<file path="src/sv/dlr_pkg.sv">
// Shared constants, types and codes for the DDA line rasterizer.
`timescale 1ns / 1ps

package dlr_pkg;

	localparam int COORD_BITS = 10;
	localparam int FRAC_BITS  = 16;

	// Accumulators hold a sign bit, the integer pixel part and the fraction.
	localparam int ACC_W     = COORD_BITS + FRAC_BITS + 1;
	// Increment magnitude never exceeds 1.0, so one integer bit plus sign.
	localparam int INC_W     = FRAC_BITS + 2;
	localparam int QUO_W     = FRAC_BITS + 1;
	localparam int NUM_W     = COORD_BITS + FRAC_BITS;
	localparam int DIV_CNT_W = $clog2(NUM_W + 1);

	localparam int FIFO_DEPTH = 4;
	localparam int FIFO_PTR_W = $clog2(FIFO_DEPTH);

	localparam int IN_DATA_W  = ((4 * COORD_BITS + 7) / 8) * 8;
	localparam int OUT_DATA_W = ((2 * COORD_BITS + 7) / 8) * 8;

	localparam logic MODE_LOAD = 1'b0;
	localparam logic MODE_TICK = 1'b1;

	typedef logic [COORD_BITS-1:0] coord_t;

	typedef enum logic [1:0] {
		CMD_TICK  = 2'd0,
		CMD_LOAD  = 2'd1,
		CMD_POINT = 2'd2
	} cmd_kind_t;

	// A classified item as it waits in the queue.
	typedef struct packed {
		cmd_kind_t kind;
		coord_t    x_start;
		coord_t    y_start;
		coord_t    x_end;
		coord_t    y_end;
		coord_t    adx;
		coord_t    ady;
		coord_t    steps;
		logic      neg_x;
		logic      neg_y;
	} cmd_t;

	typedef struct packed {
		logic full;
		logic empty;
	} q_status_t;

	typedef enum logic [1:0] {
		BK_IDLE  = 2'd0,
		BK_DIV   = 2'd1,
		BK_START = 2'd2
	} back_state_t;

endpackage

</file>
<file path="src/sv/dlr_front.sv">
// Front end: accepts input items, works out deltas and step count, and classifies them.
`timescale 1ns / 1ps

module dlr_front (
	input  logic                          clk,
	input  logic                          arst_n,
	input  logic                          s_tvalid,
	output logic                          s_tready,
	input  logic [dlr_pkg::IN_DATA_W-1:0] s_tdata,   // x_start, y_start, x_end, y_end
	input  logic                          s_tuser,   // mode
	output logic                          push,
	output dlr_pkg::cmd_t                 push_cmd,
	input  dlr_pkg::q_status_t            q_status
);

	logic            valid_s1;
	dlr_pkg::cmd_t   cmd_s1;
	dlr_pkg::cmd_t   cmd_d;
	dlr_pkg::coord_t xs, ys, xe, ye;
	logic            accept;

	assign xs = s_tdata[0*dlr_pkg::COORD_BITS +: dlr_pkg::COORD_BITS];
	assign ys = s_tdata[1*dlr_pkg::COORD_BITS +: dlr_pkg::COORD_BITS];
	assign xe = s_tdata[2*dlr_pkg::COORD_BITS +: dlr_pkg::COORD_BITS];
	assign ye = s_tdata[3*dlr_pkg::COORD_BITS +: dlr_pkg::COORD_BITS];

	assign push     = valid_s1 && !q_status.full;
	assign push_cmd = cmd_s1;
	assign s_tready = !valid_s1 || !q_status.full;
	assign accept   = s_tvalid && s_tready;

	always_comb begin
		cmd_d         = '0;
		cmd_d.x_start = xs;
		cmd_d.y_start = ys;
		cmd_d.x_end   = xe;
		cmd_d.y_end   = ye;
		cmd_d.neg_x   = xe < xs;
		cmd_d.neg_y   = ye < ys;
		cmd_d.adx     = cmd_d.neg_x ? xs - xe : xe - xs;
		cmd_d.ady     = cmd_d.neg_y ? ys - ye : ye - ys;
		cmd_d.steps   = (cmd_d.adx > cmd_d.ady) ? cmd_d.adx : cmd_d.ady;
		if (s_tuser == dlr_pkg::MODE_TICK) begin
			cmd_d.kind = dlr_pkg::CMD_TICK;
		end else if (cmd_d.steps == '0) begin
			cmd_d.kind = dlr_pkg::CMD_POINT;
		end else begin
			cmd_d.kind = dlr_pkg::CMD_LOAD;
		end
	end

	always_ff @(posedge clk or negedge arst_n) begin
		if (!arst_n) begin
			valid_s1 <= 1'b0;
		end else if (accept) begin
			valid_s1 <= 1'b1;
		end else if (push) begin
			valid_s1 <= 1'b0;
		end
	end

	always_ff @(posedge clk) begin
		if (accept) begin
			cmd_s1 <= cmd_d;
		end
	end

endmodule

</file>
<file path="src/sv/dlr_fifo.sv">
// Short command queue between the front end and the stepping engine.
`timescale 1ns / 1ps

module dlr_fifo (
	input  logic               clk,
	input  logic               arst_n,
	input  logic               push,
	input  dlr_pkg::cmd_t      push_cmd,
	input  logic               pop,
	output dlr_pkg::cmd_t      pop_cmd,
	output dlr_pkg::q_status_t q_status
);

	dlr_pkg::cmd_t                  entries_q [dlr_pkg::FIFO_DEPTH];
	logic [dlr_pkg::FIFO_PTR_W-1:0] wr_ptr_q;
	logic [dlr_pkg::FIFO_PTR_W-1:0] rd_ptr_q;
	logic [dlr_pkg::FIFO_PTR_W:0]   count_q;
	logic                           do_push;
	logic                           do_pop;

	assign q_status.full  = count_q == (dlr_pkg::FIFO_PTR_W + 1)'(dlr_pkg::FIFO_DEPTH);
	assign q_status.empty = count_q == '0;
	assign pop_cmd        = entries_q[rd_ptr_q];
	assign do_push        = push && !q_status.full;
	assign do_pop         = pop && !q_status.empty;

	always_ff @(posedge clk or negedge arst_n) begin
		if (!arst_n) begin
			wr_ptr_q <= '0;
			rd_ptr_q <= '0;
			count_q  <= '0;
		end else begin
			if (do_push) begin
				wr_ptr_q <= wr_ptr_q + 1'b1;
			end
			if (do_pop) begin
				rd_ptr_q <= rd_ptr_q + 1'b1;
			end
			case ({do_push, do_pop})
				2'b10:   count_q <= count_q + 1'b1;
				2'b01:   count_q <= count_q - 1'b1;
				default: count_q <= count_q;
			endcase
		end
	end

	always_ff @(posedge clk) begin
		if (do_push) begin
			entries_q[wr_ptr_q] <= push_cmd;
		end
	end

endmodule

</file>
<file path="src/sv/dlr_back.sv">
// Stepping engine: serial increment divider, DDA accumulators and output register.
`timescale 1ns / 1ps

module dlr_back (
	input  logic                           clk,
	input  logic                           arst_n,
	input  dlr_pkg::q_status_t             q_status,
	input  dlr_pkg::cmd_t                  pop_cmd,
	output logic                           pop,
	output logic                           m_tvalid,
	input  logic                           m_tready,
	output logic [dlr_pkg::OUT_DATA_W-1:0] m_tdata,   // pixel_x, pixel_y
	output logic                           m_tuser,   // pixel_valid
	output logic                           m_tlast    // last_pixel
);

	localparam logic [dlr_pkg::FRAC_BITS-1:0] FRAC_HALF =
		{1'b1, {(dlr_pkg::FRAC_BITS-1){1'b0}}};
	localparam logic [dlr_pkg::DIV_CNT_W-1:0] DIV_LAST =
		dlr_pkg::DIV_CNT_W'(dlr_pkg::NUM_W - 1);

	dlr_pkg::back_state_t state_q, state_d;

	// Line state; the accumulators carry a built-in bias of one half pixel.
	logic                            active_q;
	logic [dlr_pkg::ACC_W-1:0]       x_acc_q, y_acc_q;
	logic [dlr_pkg::INC_W-1:0]       x_inc_q, y_inc_q;
	dlr_pkg::coord_t                 steps_left_q;
	dlr_pkg::coord_t                 x_tgt_q, y_tgt_q;

	// Divider state.
	dlr_pkg::cmd_t                   ld_q;
	logic [dlr_pkg::NUM_W-1:0]       num_x_q, num_y_q;
	dlr_pkg::coord_t                 rem_x_q, rem_y_q;
	logic [dlr_pkg::QUO_W-1:0]       quo_x_q, quo_y_q;
	logic [dlr_pkg::DIV_CNT_W-1:0]   div_cnt_q;

	// Output register.
	logic                            out_valid_q;
	logic                            out_pv_q;
	dlr_pkg::coord_t                 out_x_q, out_y_q;
	logic                            out_last_q;

	logic                            out_free;
	logic                            do_load, do_tick, do_point, do_start, emit;
	logic                            emit_pv, emit_last;
	dlr_pkg::coord_t                 emit_x, emit_y;
	logic [dlr_pkg::ACC_W-1:0]       x_acc_n, y_acc_n;
	dlr_pkg::coord_t                 steps_n;
	logic [dlr_pkg::COORD_BITS:0]    rem_sh_x, rem_sh_y;
	logic                            ge_x, ge_y;
	dlr_pkg::coord_t                 rem_nx, rem_ny;
	logic [dlr_pkg::INC_W-1:0]       quo_ext_x, quo_ext_y;

	assign out_free = !out_valid_q || m_tready;

	assign x_acc_n = x_acc_q + {{(dlr_pkg::ACC_W - dlr_pkg::INC_W){x_inc_q[dlr_pkg::INC_W-1]}},
		x_inc_q};
	assign y_acc_n = y_acc_q + {{(dlr_pkg::ACC_W - dlr_pkg::INC_W){y_inc_q[dlr_pkg::INC_W-1]}},
		y_inc_q};
	assign steps_n = steps_left_q - 1'b1;

	// One restoring division step per cycle on both axes, sharing the divisor.
	assign rem_sh_x = {rem_x_q, num_x_q[dlr_pkg::NUM_W-1]};
	assign rem_sh_y = {rem_y_q, num_y_q[dlr_pkg::NUM_W-1]};
	assign ge_x     = rem_sh_x >= {1'b0, ld_q.steps};
	assign ge_y     = rem_sh_y >= {1'b0, ld_q.steps};
	assign rem_nx   = dlr_pkg::COORD_BITS'(ge_x ? rem_sh_x - {1'b0, ld_q.steps} : rem_sh_x);
	assign rem_ny   = dlr_pkg::COORD_BITS'(ge_y ? rem_sh_y - {1'b0, ld_q.steps} : rem_sh_y);

	assign quo_ext_x = {1'b0, quo_x_q};
	assign quo_ext_y = {1'b0, quo_y_q};

	// Next state.
	always_comb begin
		state_d = state_q;
		case (state_q)
			dlr_pkg::BK_IDLE: begin
				if (!q_status.empty && pop_cmd.kind == dlr_pkg::CMD_LOAD) begin
					state_d = dlr_pkg::BK_DIV;
				end
			end
			dlr_pkg::BK_DIV: begin
				if (div_cnt_q == DIV_LAST) begin
					state_d = dlr_pkg::BK_START;
				end
			end
			dlr_pkg::BK_START: begin
				if (out_free) begin
					state_d = dlr_pkg::BK_IDLE;
				end
			end
			default: state_d = dlr_pkg::BK_IDLE;
		endcase
	end

	// Controls and the result to register.
	always_comb begin
		do_load   = 1'b0;
		do_tick   = 1'b0;
		do_point  = 1'b0;
		do_start  = 1'b0;
		emit_pv   = 1'b0;
		emit_x    = '0;
		emit_y    = '0;
		emit_last = 1'b0;
		case (state_q)
			dlr_pkg::BK_IDLE: begin
				if (!q_status.empty) begin
					case (pop_cmd.kind)
						dlr_pkg::CMD_LOAD:  do_load  = 1'b1;
						dlr_pkg::CMD_POINT: do_point = out_free;
						default:            do_tick  = out_free;
					endcase
				end
			end
			dlr_pkg::BK_START: do_start = out_free;
			default: ;
		endcase

		if (do_point) begin
			emit_pv   = 1'b1;
			emit_x    = pop_cmd.x_start;
			emit_y    = pop_cmd.y_start;
			emit_last = 1'b1;
		end else if (do_start) begin
			emit_pv = 1'b1;
			emit_x  = ld_q.x_start;
			emit_y  = ld_q.y_start;
		end else if (do_tick && active_q) begin
			emit_pv = 1'b1;
			if (steps_n == '0) begin
				emit_x    = x_tgt_q;
				emit_y    = y_tgt_q;
				emit_last = 1'b1;
			end else begin
				// A negative position saturates at column or row zero.
				emit_x = x_acc_n[dlr_pkg::ACC_W-1] ? '0 :
					x_acc_n[dlr_pkg::FRAC_BITS +: dlr_pkg::COORD_BITS];
				emit_y = y_acc_n[dlr_pkg::ACC_W-1] ? '0 :
					y_acc_n[dlr_pkg::FRAC_BITS +: dlr_pkg::COORD_BITS];
			end
		end
	end

	assign emit = do_point || do_start || do_tick;
	assign pop  = do_load || do_point || do_tick;

	always_ff @(posedge clk or negedge arst_n) begin
		if (!arst_n) begin
			state_q      <= dlr_pkg::BK_IDLE;
			active_q     <= 1'b0;
			steps_left_q <= '0;
			out_valid_q  <= 1'b0;
			div_cnt_q    <= '0;
		end else begin
			state_q <= state_d;
			if (emit) begin
				out_valid_q <= 1'b1;
			end else if (m_tready) begin
				out_valid_q <= 1'b0;
			end
			if (do_load) begin
				div_cnt_q <= '0;
			end else if (state_q == dlr_pkg::BK_DIV) begin
				div_cnt_q <= div_cnt_q + 1'b1;
			end
			if (do_point) begin
				active_q     <= 1'b0;
				steps_left_q <= '0;
			end else if (do_start) begin
				active_q     <= 1'b1;
				steps_left_q <= ld_q.steps;
			end else if (do_tick && active_q) begin
				steps_left_q <= steps_n;
				if (steps_n == '0) begin
					active_q <= 1'b0;
				end
			end
		end
	end

	always_ff @(posedge clk) begin
		if (emit) begin
			out_pv_q   <= emit_pv;
			out_x_q    <= emit_x;
			out_y_q    <= emit_y;
			out_last_q <= emit_last;
		end
		if (do_load) begin
			ld_q    <= pop_cmd;
			num_x_q <= {pop_cmd.adx, {dlr_pkg::FRAC_BITS{1'b0}}};
			num_y_q <= {pop_cmd.ady, {dlr_pkg::FRAC_BITS{1'b0}}};
			rem_x_q <= '0;
			rem_y_q <= '0;
			quo_x_q <= '0;
			quo_y_q <= '0;
		end else if (state_q == dlr_pkg::BK_DIV) begin
			num_x_q <= num_x_q << 1;
			num_y_q <= num_y_q << 1;
			rem_x_q <= rem_nx;
			rem_y_q <= rem_ny;
			quo_x_q <= {quo_x_q[dlr_pkg::QUO_W-2:0], ge_x};
			quo_y_q <= {quo_y_q[dlr_pkg::QUO_W-2:0], ge_y};
		end
		if (do_start) begin
			x_inc_q <= ld_q.neg_x ? -quo_ext_x : quo_ext_x;
			y_inc_q <= ld_q.neg_y ? -quo_ext_y : quo_ext_y;
			x_acc_q <= {1'b0, ld_q.x_start, FRAC_HALF};
			y_acc_q <= {1'b0, ld_q.y_start, FRAC_HALF};
			x_tgt_q <= ld_q.x_end;
			y_tgt_q <= ld_q.y_end;
		end else if (do_tick && active_q) begin
			x_acc_q <= x_acc_n;
			y_acc_q <= y_acc_n;
		end
	end

	assign m_tvalid = out_valid_q;
	assign m_tuser  = out_pv_q;
	assign m_tlast  = out_last_q;
	assign m_tdata  = {{(dlr_pkg::OUT_DATA_W - 2*dlr_pkg::COORD_BITS){1'b0}}, out_y_q, out_x_q};

	a_no_pop_in_div: assert property (@(posedge clk) disable iff (!arst_n)
		state_q == dlr_pkg::BK_DIV |-> !pop)
		else $error("queue popped while the divider is busy");

	a_active_has_steps: assert property (@(posedge clk) disable iff (!arst_n)
		active_q |-> steps_left_q != '0)
		else $error("active line with no steps left");

	a_rem_below_divisor: assert property (@(posedge clk) disable iff (!arst_n)
		state_q == dlr_pkg::BK_DIV |-> (rem_x_q < ld_q.steps) && (rem_y_q < ld_q.steps))
		else $error("divider remainder out of range");

	a_idle_tick_zero: assert property (@(posedge clk) disable iff (!arst_n)
		(m_tvalid && !m_tuser) |-> (m_tdata == '0) && !m_tlast)
		else $error("empty result carries pixel data");

endmodule

</file>
<file path="src/sv/dda_line_rasterizer_core.sv">
// Top level of the DDA line rasterizer: front end, command queue and stepping engine.
//
//  channel   direction  handshake          payload
//  s_*       in         s_tvalid/s_tready  tdata: x_start,y_start,x_end,y_end; tuser: mode
//  m_*       out        m_tvalid/m_tready  tdata: pixel_x,pixel_y; tuser: pixel_valid;
//                                          tlast: last_pixel
//
// Ticks and zero-length loads stream at one item per cycle while the output register is
// free; each passes the front register, a queue entry and then the output register.
// A line load is popped in BK_IDLE; the bit-serial divider then runs 26 iterations
// (COORD_BITS + FRAC_BITS) for both increments at once; then the start pixel is emitted.
// The front register and a four-entry queue keep taking items while the engine divides.
// arst_n clears all control state at once; there is no clearing pass.
// m_tready low holds the output register; the queue then fills and s_tready drops.
`timescale 1ns / 1ps

module dda_line_rasterizer_core (
	input  logic                           clk,
	input  logic                           arst_n,
	input  logic                           s_tvalid,
	output logic                           s_tready,
	input  logic [dlr_pkg::IN_DATA_W-1:0]  s_tdata,   // x_start, y_start, x_end, y_end
	input  logic                           s_tuser,   // mode
	output logic                           m_tvalid,
	input  logic                           m_tready,
	output logic [dlr_pkg::OUT_DATA_W-1:0] m_tdata,   // pixel_x, pixel_y
	output logic                           m_tuser,   // pixel_valid
	output logic                           m_tlast    // last_pixel
);

	logic               push;
	logic               pop;
	dlr_pkg::cmd_t      push_cmd;
	dlr_pkg::cmd_t      pop_cmd;
	dlr_pkg::q_status_t q_status;

	dlr_front u_front (
		.clk      (clk),
		.arst_n   (arst_n),
		.s_tvalid (s_tvalid),
		.s_tready (s_tready),
		.s_tdata  (s_tdata),
		.s_tuser  (s_tuser),
		.push     (push),
		.push_cmd (push_cmd),
		.q_status (q_status)
	);

	dlr_fifo u_fifo (
		.clk      (clk),
		.arst_n   (arst_n),
		.push     (push),
		.push_cmd (push_cmd),
		.pop      (pop),
		.pop_cmd  (pop_cmd),
		.q_status (q_status)
	);

	dlr_back u_back (
		.clk      (clk),
		.arst_n   (arst_n),
		.q_status (q_status),
		.pop_cmd  (pop_cmd),
		.pop      (pop),
		.m_tvalid (m_tvalid),
		.m_tready (m_tready),
		.m_tdata  (m_tdata),
		.m_tuser  (m_tuser),
		.m_tlast  (m_tlast)
	);

endmodule

</file>
<file path="config.mk">
export PLATFORM = sky130hd
export DESIGN_NAME = dda_line_rasterizer_core
export DESIGN_NICKNAME = d
export VERILOG_FILES = /design/src/sv/dlr_pkg.sv /design/src/sv/dlr_front.sv /design/src/sv/dlr_fifo.sv /design/src/sv/dlr_back.sv /design/src/sv/dda_line_rasterizer_core.sv
export SDC_FILE = /design/constraint.sdc
export NUM_CORES = 1
export LEC_CHECK = 0
export BUFFER_PORTS_ARGS = -buffer_cell sky130_fd_sc_hd__buf_2
export CORE_UTILIZATION = 40
export CTS_CLUSTER_SIZE = 14
export DETAILED_ROUTE_END_ITERATION = 8
export GPL_ROUTABILITY_DRIVEN = 0
export PLACE_DENSITY = 0.51
export SYNTH_ARGS = -nofsm -noshare
export SYNTH_HDL_FRONTEND = slang
export SYNTH_SLANG_ARGS = --single-unit
</file>
<file path="constraint.sdc">
create_clock -name clk -period 5.9 [get_ports clk]
set_input_delay 1.77 -clock clk [delete_from_list [all_inputs] [get_ports clk]]
set_output_delay 1.77 -clock clk [all_outputs]
set_load 0.05 [all_outputs]
</file>
-- Yosys cells after proc, flatten, opt, wreduce, memory -nomap -nowiden
Memories as Yosys holds them, arrays and structs flattened.
Index checks and enable logic that the tools add are counted.
- word-level logic and storage cells: 170
- memories: 1
- output and inout port bits: 28
- RAM bits: 296
- bits of input ports: 45
- register bits: 359
- memories (memory ; depth ; width ; read ports ; clocked after Yosys merged registers in ; wr ports ; line ; source):
    u_fifo.entries_q ; 4 ; 74 ; 1 ; 0 ; 1 ; dlr_fifo.sv:14 ; dlr_pkg::cmd_t entries_q [dlr_pkg::FIFO_DEPTH];
- order comparisons: 5
- add/subtract/negate cells: 16
- equal/unequal tests: 11
- multiplexer cells: 60
- reductions and logical operators: 31
- operator list (cell ; number):
    2-to-1 mux 26 bit ; 8
    2-to-1 mux 10 bit ; 18
    subtractor 10 bit ; 6
    adder 27 bit ; 2
    negator 17 -> 18 bit ; 2
    2-to-1 mux 17 bit ; 2
    2-to-1 mux 1 bit ; 24
    greater-or-equal comparator 11 x 10 -> 1 bit ; 2
    zero test 10 bit ; 2
    less-than comparator 10 bit ; 2
    greater-than comparator 10 bit ; 1
    2-to-1 mux 5 bit ; 2
    nonzero test 2 bit ; 5
    subtractor 10 x 1 -> 10 bit, second input constant ; 1
    2-to-1 mux 2 bit ; 4
    == test 2 x 1 -> 1 bit, second input constant ; 3
    == test 2 bit, second input constant ; 3
    logical AND 1 bit ; 6
    logical OR 1 bit ; 6
    != test 2 x 1 -> 1 bit, second input constant ; 3
    one-hot mux 2 bit (3 select lines) ; 1
    one-hot mux 3 bit (2 select lines) ; 1
    nonzero test 3 bit ; 2
    adder 5 x 1 -> 5 bit, second input constant ; 1
    11 further kinds ; 16

-- Longest topological paths before layout
Gate-level depths: netlist (run 1).
- depth after elaboration: 10
- depth in mapped cells: 21
- mapped depth without buffers: 20

-- Cells and area by module
Synthesis (run 1) repeated with hierarchy kept, for this count alone.
- cells, all modules: 2276
- area total of the unflattened synthesis: 30320.3 um^2
- by module, submodules not included (module ; seq. area each (um^2) ; area an instance (um^2) ; instances ; cells an instance):
    dlr_back ; 7342.0 ; 14626.5 ; 1 ; 1454
    dlr_fifo ; 9063.7 ; 11140.7 ; 1 ; 424
    dlr_front ; 2247.2 ; 4553.1 ; 1 ; 398

-- Worst setup path after synthesis (run 1)
Ideal clock, no wire load.
- path kind: input-to-reg
- from: input s_tdata[20] (netlist bit)
- to: register u_front.cmd_s1 (netlist bit u_front.push_cmd[4]) (data pin)
- data arrival time: 5290 ps
- cell stages on the path: 19
- setup time: 260 ps
- slack: 350 ps
- required time: 5640 ps
- path buffers: 2
- path through: inv_1 > ha_1 > inv_1 > fa_1 > a21o_1 > a21oi_4 > o211ai_4 > buf_2 > and3_1 > a311oi_1 > inv_1 > ha_1 > a21oi_1 > nor2b_1 > o21ai_0 > nand2_1 > o21ai_1 > clkbuf_1 > mux2_2
- RTL lines (item ; line ; source):
    start: declaration ; dda_line_rasterizer_core.sv:22 ; input logic [dlr_pkg::IN_DATA_W-1:0] s_tdata,
    end signal: assignment ; dlr_front.sv:64 ; cmd_s1 <= cmd_d;
    end: declaration ; dlr_front.sv:17 ; dlr_pkg::cmd_t cmd_s1;

==> out/metrics.csv, run 1 <==
stage;metric;value;unit
routing;Routed WL;68200;um
routing;per-cell routed wire length;20.3;um
routing;drt pass-1 iters;5;
worst_setup_path;Worst Path Class, Setup;in -> reg;
status;status;complete, no violations;
worst_setup_path;startpoint types;input port;
clock_network;Clock H-tree levels;3;
routing;via count;18210;
global_routing;pin count of the biggest net entering global routing;68;
clock_network;CTS max path bufs;3;
worst_setup_path;Critical Path Start;s_tdata[20];
sta;Slew Viols, Final;0;
clock_network;hold-fix buffers at CTS;0;
worst_setup_path;WP depth;22;
clock_network;# resized after CTS;0;
die;chip width;275;um
clock_network;Clock Pin Slew Worst Setup and Hold Paths;0.06;ns
synth;Synth warnings;0;
sta;pin slew with the least headroom to its limit;1.17;ns
worst_setup_path;CP Capture Type;register;
global_routing;global-route wire length before repair;106000;um
run;Max-cap violations;0;
sta;Clock Skew;0.0219;ns
worst_setup_path;crit path cell chain;buf_2 -> inv_1 -> ha_1 -> inv_1 -> fa_1 -> a21o_1 -> a21oi_4 -> o211ai_4 -> and3_1 -> a311oi_1 -> inv_1 -> ha_1 -> a21oi_1 -> nor2b_1 -> o21ai_0 -> nand2_1 -> o21ai_1 -> buf_4 -> or4b_1 -> o31ai_1 -> nand2_1 -> nor4b_2;
worst_setup_path;Worst Path Arrival;5.57;ns
clock_network;clk sinks;655;
global_routing;GRT Util Overall;0.182;
placement;detailed placement HPWL;45200;um
worst_setup_path;Crit Reg-Reg Startpoint;u_back.x_inc_q[0]$_DFFE_PP_;
clock_network;root buf cell;clkbuf_16;
clock_network;setup bufs post-CTS;0;
synth;top cells by area, synth;edfxtp_1 54%, dfxtp_1 5.9%, mux4_2 5.6%;
sta;fmax;0.195;GHz
synth;top cell type by total area after synthesis;edfxtp_1;
final_layout;non-filler instance count after layout;3360;
clock_network;Skew-Pair Late Insertion Delay;0.62;ns
sta;setup TNS;0;ns
synth;sequential-to-total area share from yosys stat;0.624;
routing;Remaining DRCs;0;
routing;Via density;5.42;
synth;EDFF count, synth;540;
worst_setup_path;Crit-path slowest cell;or4b_1;
sta;min Tclk post-route;5.13;ns
worst_setup_path;Critical R2R Capture;u_back.out_x_q[0]$_DFFE_PP_;
worst_setup_path;crit path to;u_front.push_cmd[73]$_SDFFCE_PP0P_;
synth;FF+latch count, synth;655;
sta;max_slew headroom;0.216;
synth;synthesized area;0.0299;mm2
routing;final antenna-violating net count;0;
power_and_ir_drop;PwrDens;499;mW/mm2
synth;top-area cell type share of the netlist area;0.543;
die;Initial Util;0.407;
placement;Port Buffers;68;
global_routing;GRT overflow;0;
global_routing;number of global-route vias before repair;18389;
die;FP Rows;99;
worst_setup_path;Crit path max-delay family;compound AO/OA/AOI/OAI gates;
clock_network;TritonCTS clock tree;yes;
worst_setup_path;WP data required;6.34;ns
placement;worst slack, placed;0.177;ns
worst_setup_path;CP max stage delay;0.47;ns
worst_setup_path;most frequent CP cell;inv_1;
worst_setup_path;r2r worst-path depth;12;
die;IO Pins;73;
sta;post-route setup slack;0.774;ns
die;Vert. Die Dim;275;um
power_and_ir_drop;Leak;12.5;nW
min_path;Worst Hold Class;reg -> reg;
global_routing;initial antenna violation count;2;
synth;Syn Area/Cell;13.3;um2
die;Core ar.;0.0735;mm2
sta;RSZ-0062 raised after global routing;no;
final_layout;synthesis-to-layout area growth;12.5;%
placement;DP Cell Count;3232;
worst_setup_path;internal reg-to-reg setup slack;1.97;ns
power_and_ir_drop;worst vdd ir;0.237;mV
sta;Setup-failing EPs final;0;
routing;Starting DRT DRC Count;1112;
clock_network;Num CTS Buffers;73;
worst_setup_path;CP Buf/Inv Count;5;
synth;Yosys cell types;84;
final_layout;layout cells sized above 1;0.138;
final_layout;Fill cells;6569;
worst_setup_path;worst-path maximum fanout;12;
sta;Final period util;0.869;
sta;Final Hold Viols;0;
final_layout;Nets;2535;
synth;asr flop ratio synth;0.0412;
synth;top_reg_cell synth;edfxtp_1;
synth;cell count after synthesis;2249;
die;die footprint;0.0758;mm2
## synth_stat cells (49+ instances only)
library cell	n
xor2_1	49
clkbuf_1	66
nand2_1	232
xnor2_1	67
o21ai_0	131
edfxtp_1	540
a21oi_1	118
mux4_2	74
nand3_1	55
ha_1	133
nor2_1	87
dfxtp_1	88
inv_1	121
## metal layers
layer / track usage / part of all wire / vias to the layer above
li1: - / - / 8625
met1: 0.253 / 0.47 / 9091
met2: 0.285 / 0.45 / 360
met3: 0.0310 / 0.041 / 134
met5: 0 / 0 / -
met4: 0.0731 / 0.038 / 0
## sequential cells by signal, indices dropped and copies added (netlist names), 2 cells and up
register / count
u_fifo.entries_q: 296
u_front.push_cmd: 74
u_back.ld_q: 52
u_back.x_acc_q: 27
u_back.y_acc_q: 27
u_back.x_inc_q: 18
u_back.y_inc_q: 18
u_back.quo_x_q: 17
u_back.quo_y_q: 17
u_back.num_x_q: 10
u_back.num_y_q: 10
u_back.out_x_q: 10
u_back.out_y_q: 10
u_back.rem_x_q: 10
u_back.rem_y_q: 10
u_back.steps_left_q: 10
u_back.x_tgt_q: 10
u_back.y_tgt_q: 10
u_back.div_cnt_q: 5
u_fifo.count_q: 3
u_back.state_q: 2
u_fifo.rd_ptr_q: 2
u_fifo.wr_ptr_q: 2
## worst reg2reg max path: stages, from the launching register on
cell	delay (ns)
edfxtp_1	0.36
ha_1	0.24
inv_1	0.07
fa_1	0.19
nand2b_1	0.14
a21oi_1	0.10
nor3_1	0.47
o21ai_1	0.27
a21oi_1	0.28
o21ai_1	0.15
xnor2_1	0.47
nand3_1	0.34
o31ai_1	0.57
## worst min-delay path by stage
| stage | start | slack [ns] | depth (start not counted) | end |
|---|---|---|---|---|
| after detailed placement | u_back.ld_q[35]$_DFFE_PP_ | 0.40 | 0 | u_back.y_tgt_q[3]$_DFFE_PP_ |
| after floorplan | u_back.ld_q[42]$_DFFE_PP_ | 0.40 | 0 | u_back.x_tgt_q[0]$_DFFE_PP_ |
| after CTS | u_back.ld_q[44]$_DFFE_PP_ | 0.42 | 0 | u_back.x_tgt_q[2]$_DFFE_PP_ |
| final | u_back.ld_q[44]$_DFFE_PP_ | 0.42 | 0 | u_back.x_tgt_q[2]$_DFFE_PP_ |
| after global routing | u_back.ld_q[42]$_DFFE_PP_ | 0.44 | 0 | u_back.x_tgt_q[0]$_DFFE_PP_ |
| after global placement | u_back.ld_q[42]$_DFFE_PP_ | 0.40 | 0 | u_back.x_tgt_q[0]$_DFFE_PP_ |
## per-stage QoR
step / area [um2] / util / hold slack [ns] / total power [mW]
floorplan: 29900 / - / 0.400 / 11.1
global placement: 31500 / 0.428 / 0.402 / 12.6
detailed placement: 31500 / 0.428 / 0.405 / 12.7
CTS: 33600 / 0.458 / 0.420 / 17.0
global route: 33600 / 0.458 / 0.436 / 17.8
finish: 33600 / 0.458 / 0.420 / 16.8
## cell families after synthesis
group,share of synthesized area
XOR/XNOR,0.0345
AND/OR/NAND/NOR,0.0815
other,0.000125
multiplexers,0.0630
buffers and inverters,0.0288
adder cells (fa/ha/maj),0.0617
flip-flops,0.624
AO/OA/AOI/OAI,0.106
## power breakdown
group	switching [mW]	leakage [nW]	internal (mW)
sequential	0.797	6.09	6.58
clock	1.84	1.07	2.34
combinational	3.08	5.37	2.13
## placed cells by master, fill, tap and decap left out, drive strengths merged, types with 14 or more instances in the layout
cell,n
dfrtp,27
inv,127
xor2,49
a211oi,19
mux4,74
o211ai,14
o21ai,157
a21oi,119
clkbuf,83
ha,133
xnor2,68
nand2b,24
a22o,15
o22ai,15
nand3,55
nor2,88
edfxtp,540
dfxtp,88
a221oi,20
nand4,24
nor2b,18
or3,14
mux2i,17
clkinv,36
nor3,22
buf,116
o31ai,18
nand2,232
a21o,35
## cell type report
| type | instances | area (um2) | share of cell area |
|---|---|---|---|
| repair buffers | 116 | 713 | 0.0212 |
| flip-flops and latches | 655 | 18700 | 0.555 |
| inverters | 124 | 469 | 0.0140 |
| multi-input cells | 1378 | 10400 | 0.310 |
| well taps | 959 | 1200 | 0.0357 |
| diodes | 2 | 5.00 | 0.000149 |
| clock inverters | 43 | 277 | 0.00822 |
| clock buffers | 83 | 1890 | 0.0561 |
(Power assumes the default switching activity.)
==> inputs of run 2 (changes only) <==
--- a/config.mk
+++ b/config.mk
@@ -6,6 +6,7 @@
 export NUM_CORES = 1
 export LEC_CHECK = 0
 export BUFFER_PORTS_ARGS = -buffer_cell sky130_fd_sc_hd__buf_2
+export CORE_MARGIN = 3
 export CORE_UTILIZATION = 40
 export CTS_CLUSTER_SIZE = 14
 export DETAILED_ROUTE_END_ITERATION = 8
==> run 2 against run 1 <==
Non-clock buffer count unchanged. Critical endpoint unchanged. Fmax down 3.2%. Via count is 0.26% lower. Die area grew 2.9%. Largest power group unchanged. Cell area grew 0.73%. Combinational power about the same. Global-route usage shrank 0.72 points. Worst hold slack worse by 0.0011 ns.
==> out/metrics.csv, run 2 (synthesized netlist as in run 1, its figures left out) <==
stage;metric;value;unit
worst_setup_path;Crit-path slowest cell;a2111oi_0;
placement;detailed placement HPWL;45100;um
sta;max_slew headroom;0.231;
sta;Clock Skew;0.0219;ns
clock_network;Skew-Pair Late Insertion Delay;0.62;ns
power_and_ir_drop;PwrDens;506;mW/mm2
global_routing;GRT Util Overall;0.175;
routing;drt pass-1 iters;5;
clock_network;Clock H-tree levels;3;
final_layout;number of flip-flops in the largest register;296;
worst_setup_path;Crit path max-delay family;compound AO/OA/AOI/OAI gates;
sta;setup TNS;0;ns
routing;Remaining DRCs;0;
power_and_ir_drop;Design Power;17.2;mW
final_layout;non-filler instance count after layout;3364;
clock_network;clk sinks;655;
final_layout;area of the multi-input gates;0.0104;mm2
final_layout;most common cell after layout, fill and taps aside;edfxtp_1;
sta;fmax;0.189;GHz
final_layout;Largest Register;u_fifo.entries_q;
worst_setup_path;Worst Path Class, Setup;in -> reg;
worst_setup_path;most frequent CP cell;ha_1;
die;chip width;279;um
global_routing;initial antenna violation count;3;
clock_network;setup bufs post-CTS;0;
final_layout;synthesis-to-layout area growth;13.3;%
sta;Final period util;0.898;
routing;via count;18162;
clock_network;TritonCTS clock tree;yes;
final_layout;layout cells sized above 1;0.140;
power_and_ir_drop;Leak;12.6;nW
sta;RSZ-0062 raised after global routing;no;
die;Vert. Die Dim;279;um
sta;worst hold margin;0.419;ns
run;Max-cap violations;0;
routing;per-cell routed wire length;20.3;um
clock_network;CTS max path bufs;3;
sta;Final Hold Viols;0;
routing;Starting DRT DRC Count;1317;
final_layout;sequential cell area;0.0187;mm2
placement;DP Cell Count;3232;
clock_network;root buf cell;clkbuf_16;
placement;Port Buffers;68;
die;FP Rows;99;
die;die footprint;0.0780;mm2
routing;Via density;5.40;
routing;Routed WL;68200;um
sta;post-route setup slack;0.603;ns
worst_setup_path;CP max stage delay;0.56;ns
global_routing;pin count of the biggest net entering global routing;67;
clock_network;hold-fix buffers at CTS;0;
sta;min Tclk post-route;5.30;ns
global_routing;number of global-route vias before repair;18242;
sta;Slew Viols, Final;0;
worst_setup_path;CP Buf/Inv Count;3;
die;IO Pins;73;
worst_setup_path;crit path cell chain;buf_2 -> inv_1 -> ha_1 -> and3_1 -> a211oi_2 -> nor3b_1 -> a2111oi_0 -> o22ai_1 -> xnor2_1 -> ha_1 -> nand4_1 -> o32a_1 -> o21ai_1 -> buf_4 -> or4b_1 -> o31ai_1 -> nand2_1 -> nor4b_2;
global_routing;global-route wire length before repair;106000;um
status;status;complete, no violations;
worst_setup_path;Worst Path Arrival;5.74;ns
clock_network;Num CTS Buffers;74;
worst_setup_path;WP data required;6.34;ns
die;Core ar.;0.0735;mm2
min_path;Worst Hold Class;reg -> reg;
worst_setup_path;startpoint types;input port;
final_layout;Fill cells;6521;
global_routing;GRT overflow;0;
routing;final antenna-violating net count;0;
sta;pin slew with the least headroom to its limit;1.15;ns
placement;worst slack, placed;0.0481;ns
placement;dpl cell area;0.0315;mm2
final_layout;Nets;2536;
die;Initial Util;0.407;
clock_network;# resized after CTS;0;
power_and_ir_drop;worst vdd ir;0.238;mV
clock_network;Clock Pin Slew Worst Setup and Hold Paths;0.06;ns
final_layout;Final Instance Area;0.0339;mm2
final_layout;most frequent cells in the layout;540 x edfxtp_1, 232 x nand2_1, 133 x ha_1;
sta;Setup-failing EPs final;0;
worst_setup_path;worst-path maximum fanout;16;
final_layout;Final Core Density;0.461;
worst_setup_path;CP Capture Type;register;
-- run 2: final cells by class --
type / instances / area share
inverter: 124 / 0.0139
timing repair buffer: 116 / 0.0207
multi-input combinational: 1378 / 0.308
antenna: 1 / 0.0000739
sequential: 655 / 0.551
tap: 959 / 0.0354
clock inverter: 37 / 0.0122
clock buffer: 94 / 0.0593
-- run 2: power breakdown --
group	internal, mW	switching [mW]	leakage (nW)	total [mW]
sequential	6.58	0.773	6.09	7.35
combinational	2.12	3.10	5.37	5.22
clock	2.70	1.89	1.18	4.59
-- run 2: final timing paths --
| check | start | to | slack (ns) | depth (start not counted) |
|---|---|---|---|---|
| max | s_tdata[14] | u_front.push_cmd[73]$_SDFFCE_PP0P_ | 0.60 | 18 |
| min | u_back.ld_q[32]$_DFFE_PP_ | u_back.y_tgt_q[0]$_DFFE_PP_ | 0.42 | 0 |
| max reg2reg | u_fifo.rd_ptr_q[0]$_DFFE_PN0P_ | u_back.num_y_q[18]$_DFFE_PP_ | 1.80 | 6 |
| min reg2reg | u_back.ld_q[32]$_DFFE_PP_ | u_back.y_tgt_q[0]$_DFFE_PP_ | 0.42 | 0 |
| max in group asynchronous | arst_n | u_fifo.rd_ptr_q[1]$_DFFE_PN0P_ | 4.22 | 1 |
| min in group asynchronous | arst_n | u_fifo.wr_ptr_q[0]$_DFFE_PN0P_ | 1.19 | 1 |
-- run 2: layer usage --
| metal | vias to the layer above | global-route usage | wire (um) |
|---|---|---|---|
| li1 | 8656 | - | - |
| met3 | 108 | 0.0281 | 2650 |
| met2 | 372 | 0.280 | 31400 |
| met5 | - | 0 | 0 |
| met1 | 9026 | 0.250 | 32500 |
| met4 | 0 | 0.0478 | 1660 |
==> inputs of run 3 (changes only) <==
--- a/config.mk
+++ b/config.mk
@@ -7,11 +7,12 @@
 export LEC_CHECK = 0
 export BUFFER_PORTS_ARGS = -buffer_cell sky130_fd_sc_hd__buf_2
 export CORE_MARGIN = 3
-export CORE_UTILIZATION = 40
+export CORE_UTILIZATION = 61
 export CTS_CLUSTER_SIZE = 14
 export DETAILED_ROUTE_END_ITERATION = 8
 export GPL_ROUTABILITY_DRIVEN = 0
-export PLACE_DENSITY = 0.51
+export PLACE_DENSITY = 0.74
 export SYNTH_ARGS = -nofsm -noshare
 export SYNTH_HDL_FRONTEND = slang
+export SYNTH_HIERARCHICAL = 1
 export SYNTH_SLANG_ARGS = --single-unit
==> constraint.sdc (replaced) <==
create_clock -name clk -period 5 [get_ports clk]
set_input_delay 1.5 -clock clk [delete_from_list [all_inputs] [get_ports clk]]
set_output_delay 1.5 -clock clk [all_outputs]
set_load 0.05 [all_outputs]
==> run 3 against run 2 <==
Sequential power rose by 18%. Cell count decreased by 5.4%. Cell area rose by 1.8%. Via count up 6.0%. Die area shrank 33%. Core utilization rose by 24 points. Routed wire length down 3.2%. Clock skew increased by 0.0021 ns. Global-route usage increased by 7.9 points. Total power grew 19%. Sequential share of layout area fell by 0.96 points. Critical path depth rose by 2. Critical path type unchanged. Largest power group unchanged.
==> out/metrics.csv, run 3 <==
stage;metric;value;unit
clock_network;CTS max path bufs;3;
global_routing;GRT Util Overall;0.254;
global_routing;global routing's busiest layer;met2;
final_layout;Nets;2652;
sta;max_slew headroom;0.307;
power_and_ir_drop;Design Power;20.4;mW
clock_network;Skew-Pair Late Insertion Delay;0.61;ns
synth;cell count after synthesis;2276;
die;chip width;229;um
clock_network;Clock H-tree levels;3;
status;status;complete, no violations;
sta;Clock Skew;0.0241;ns
placement;dpl cell area;0.0321;mm2
global_routing;global-route wire length before repair;105000;um
synth;top cells by area, synth;edfxtp_1 53%, dfxtp_1 5.8%, mux4_2 5.5%;
routing;Via density;6.05;
routing;Routed WL;65900;um
worst_setup_path;CP Capture Type;register;
global_routing;GR Util met1;0.340;
sta;worst hold margin;0.419;ns
final_layout;Largest Register;u_fifo/entries_q;
synth;Yosys cell types;97;
die;Core ar.;0.0491;mm2
power_and_ir_drop;Comb pwr share;0.325;
sta;fmax;0.204;GHz
sta;Final Hold Viols;0;
sta;post-route setup slack;0.0988;ns
worst_setup_path;Worst Path Arrival;5.24;ns
global_routing;number of global-route vias before repair;19421;
power_and_ir_drop;Switching Fraction;0.336;
routing;Starting DRT DRC Count;1684;
final_layout;Fill cells;3291;
sta;min Tclk post-route;4.90;ns
die;die footprint;0.0524;mm2
clock_network;Clock Pin Slew Worst Setup and Hold Paths;0.06;ns
synth;top cell type by total area after synthesis;edfxtp_1;
min_path;Worst Hold Class;reg -> reg;
synth;most numerous cell in the Yosys netlist;edfxtp_1;
sta;Slew Viols, Final;0;
synth;FF+latch count, synth;655;
final_layout;ant diodes;0;
die;Initial Util;0.618;
placement;worst slack, placed;-0.606;ns
synth;Synth warnings;6;
power_and_ir_drop;worst vdd ir;0.297;mV
placement;detailed placement HPWL;42500;um
sta;pin slew with the least headroom to its limit;1.04;ns
synth;EDFF count, synth;540;
power_and_ir_drop;P_sw;6.85;mW
final_layout;layout cells sized above 1;0.182;
clock_network;Num CTS Buffers;69;
worst_setup_path;WP data required;5.34;ns
routing;per-cell routed wire length;20.7;um
worst_setup_path;startpoint types;input port;
final_layout;synthesis-to-layout area growth;13.7;%
clock_network;clk sinks;655;
sta;Setup-failing EPs final;0;
synth;top-area cell type share of the netlist area;0.535;
worst_setup_path;worst-path maximum fanout;8;
clock_network;TritonCTS clock tree;yes;
clock_network;hold-fix buffers at CTS;0;
final_layout;most frequent cells in the layout;540 x edfxtp_1, 223 x nand2_1, 142 x o21ai_0, 142 x buf_4, 130 x ha_1;
synth;Syn Area/Cell;13.3;um2
global_routing;met2 GRT Util;0.431;
synth;asr flop ratio synth;0.0412;
clock_network;root buf cell;clkbuf_16;
power_and_ir_drop;Clk pwr share;0.250;
placement;Port Buffers;68;
final_layout;number of flip-flops in the largest register;296;
power_and_ir_drop;Int Pwr;13.5;mW
final_layout;Final Core Density;0.703;
final_layout;Final Instance Area;0.0345;mm2
routing;drt pass-1 iters;5;
synth;Synth top cells by count;540 x edfxtp_1, 223 x nand2_1, 145 x o21ai_0;
power_and_ir_drop;Reg power frac;0.425;
worst_setup_path;Worst Path Class, Setup;in -> reg;
power_and_ir_drop;PwrDens;592;mW/mm2
die;IO Pins;73;
power_and_ir_drop;Leak;13.1;nW
global_routing;GRT overflow;0;
routing;via count;19252;
sta;Final period util;0.980;
global_routing;GRT met3 Usage;0.0427;
final_layout;most common cell after layout, fill and taps aside;edfxtp_1;
routing;Remaining DRCs;0;
synth;sequential-to-total area share from yosys stat;0.615;
synth;top_reg_cell synth;edfxtp_1;
global_routing;initial antenna violation count;0;
die;Vert. Die Dim;229;um
synth;synthesized area;0.0303;mm2
routing;final antenna-violating net count;0;
die;FP Rows;81;
run;Max-cap violations;0;
global_routing;pin count of the biggest net entering global routing;84;
==> run 3: changes by cell type after synthesis, sizes merged, moves of 8 or more <==
cell    delta
a211oi     +8
buf       +17
clkbuf    -16
mux2i     +14
nand2      -9
nand3     +24
o21ai     -11
==> run 3: stage by stage <==
step                      setup TNS, ns  instances
after floorplan                 -0.0299       2279
after global placement            -2.25       3056
after detailed placement          -4.58       3056
after CTS                             0       3179
after global routing            -0.0620       3181
final                                 0       3181
==> run 3: layer usage <==
metal	vias up	wire (um)
met5	-	0
met2	763	32600
met4	0	1740
met1	9439	27500
met3	130	4110
li1	8920	-
==> run 3: logic make-up after synthesis <==
family / after synthesis / share of synthesized area
other: 1 / 0.000124
AND/OR/NAND/NOR: 547 / 0.0861
AO/OA/AOI/OAI: 483 / 0.103
buffers and inverters: 224 / 0.0339
multiplexers: 109 / 0.0672
adder cells (fa/ha/maj): 142 / 0.0608
flip-flops: 655 / 0.615
XOR/XNOR: 115 / 0.0335
==> run 3: area by class of cell <==
cell class                      count  area (um2)  area share
Timing Repair Buffer              211        1420      0.0411
Clock inverter                     38         434      0.0126
Clock buffer                       85        1840      0.0533
Sequential cell                   655       18700       0.541
Multi-Input combinational cell   1400       10800       0.313
Tap cell                          664         831      0.0241
Inverter                          128         498      0.0144
==> run 3: path summary, 6_finish.rpt <==
check	start	end	slack, ns	cells after the start
max in group asynchronous	arst_n	u_fifo/rd_ptr_q[0]$_DFFE_PN0P_	3.57	1
max	s_tdata[20]	u_front/push_cmd[72]$_SDFFCE_PP0P_	0.1	20
min	u_back/ld_q[51]$_DFFE_PP_	u_back/x_tgt_q[9]$_DFFE_PP_	0.42	0
max reg2reg	u_back/x_acc_q[0]$_SDFFE_PP0P_	u_back/out_x_q[3]$_DFFE_PP_	0.90	11
min in group asynchronous	arst_n	u_fifo/wr_ptr_q[1]$_DFFE_PN0P_	0.93	1
min reg2reg	u_back/ld_q[51]$_DFFE_PP_	u_back/x_tgt_q[9]$_DFFE_PP_	0.42	0
==> run 3: power groups by stage <==
| stage | clock network (mW) | registers [mW] | logic (mW) |
|---|---|---|---|
| 2_1_floorplan | 0 | 8.60 | 4.84 |
| 6_report | 5.11 | 8.66 | 6.63 |
| 3_3_place_gp | 0 | 8.62 | 6.31 |
| 4_1_cts | 5.21 | 8.66 | 6.60 |
| 5_1_grt | 5.44 | 8.81 | 7.32 |
| 3_5_place_dp | 0 | 8.73 | 6.52 |
==> run 3: critical path: stages <==
cell,delay [ns]
buf_2,0.15
inv_12,0.06
ha_4,0.12
inv_2,0.04
fa_2,0.37
a21o_2,0.23
a221o_1,0.35
a2111o_1,0.39
o32ai_2,0.12
xor2_1,0.21
inv_1,0.11
ha_4,0.28
nand4_1,0.14
nor2_2,0.19
o21ai_1,0.12
a31oi_4,0.30
nor2b_1,0.19
nand4_1,0.15
o41ai_4,0.09
a31oi_1,0.12
==> run 3: timing repair <==
item                                    4_1_cts  5_1_grt
resized for setup                             0        9
buffers inserted                              0        2
endpoints found under the setup margin        0        2
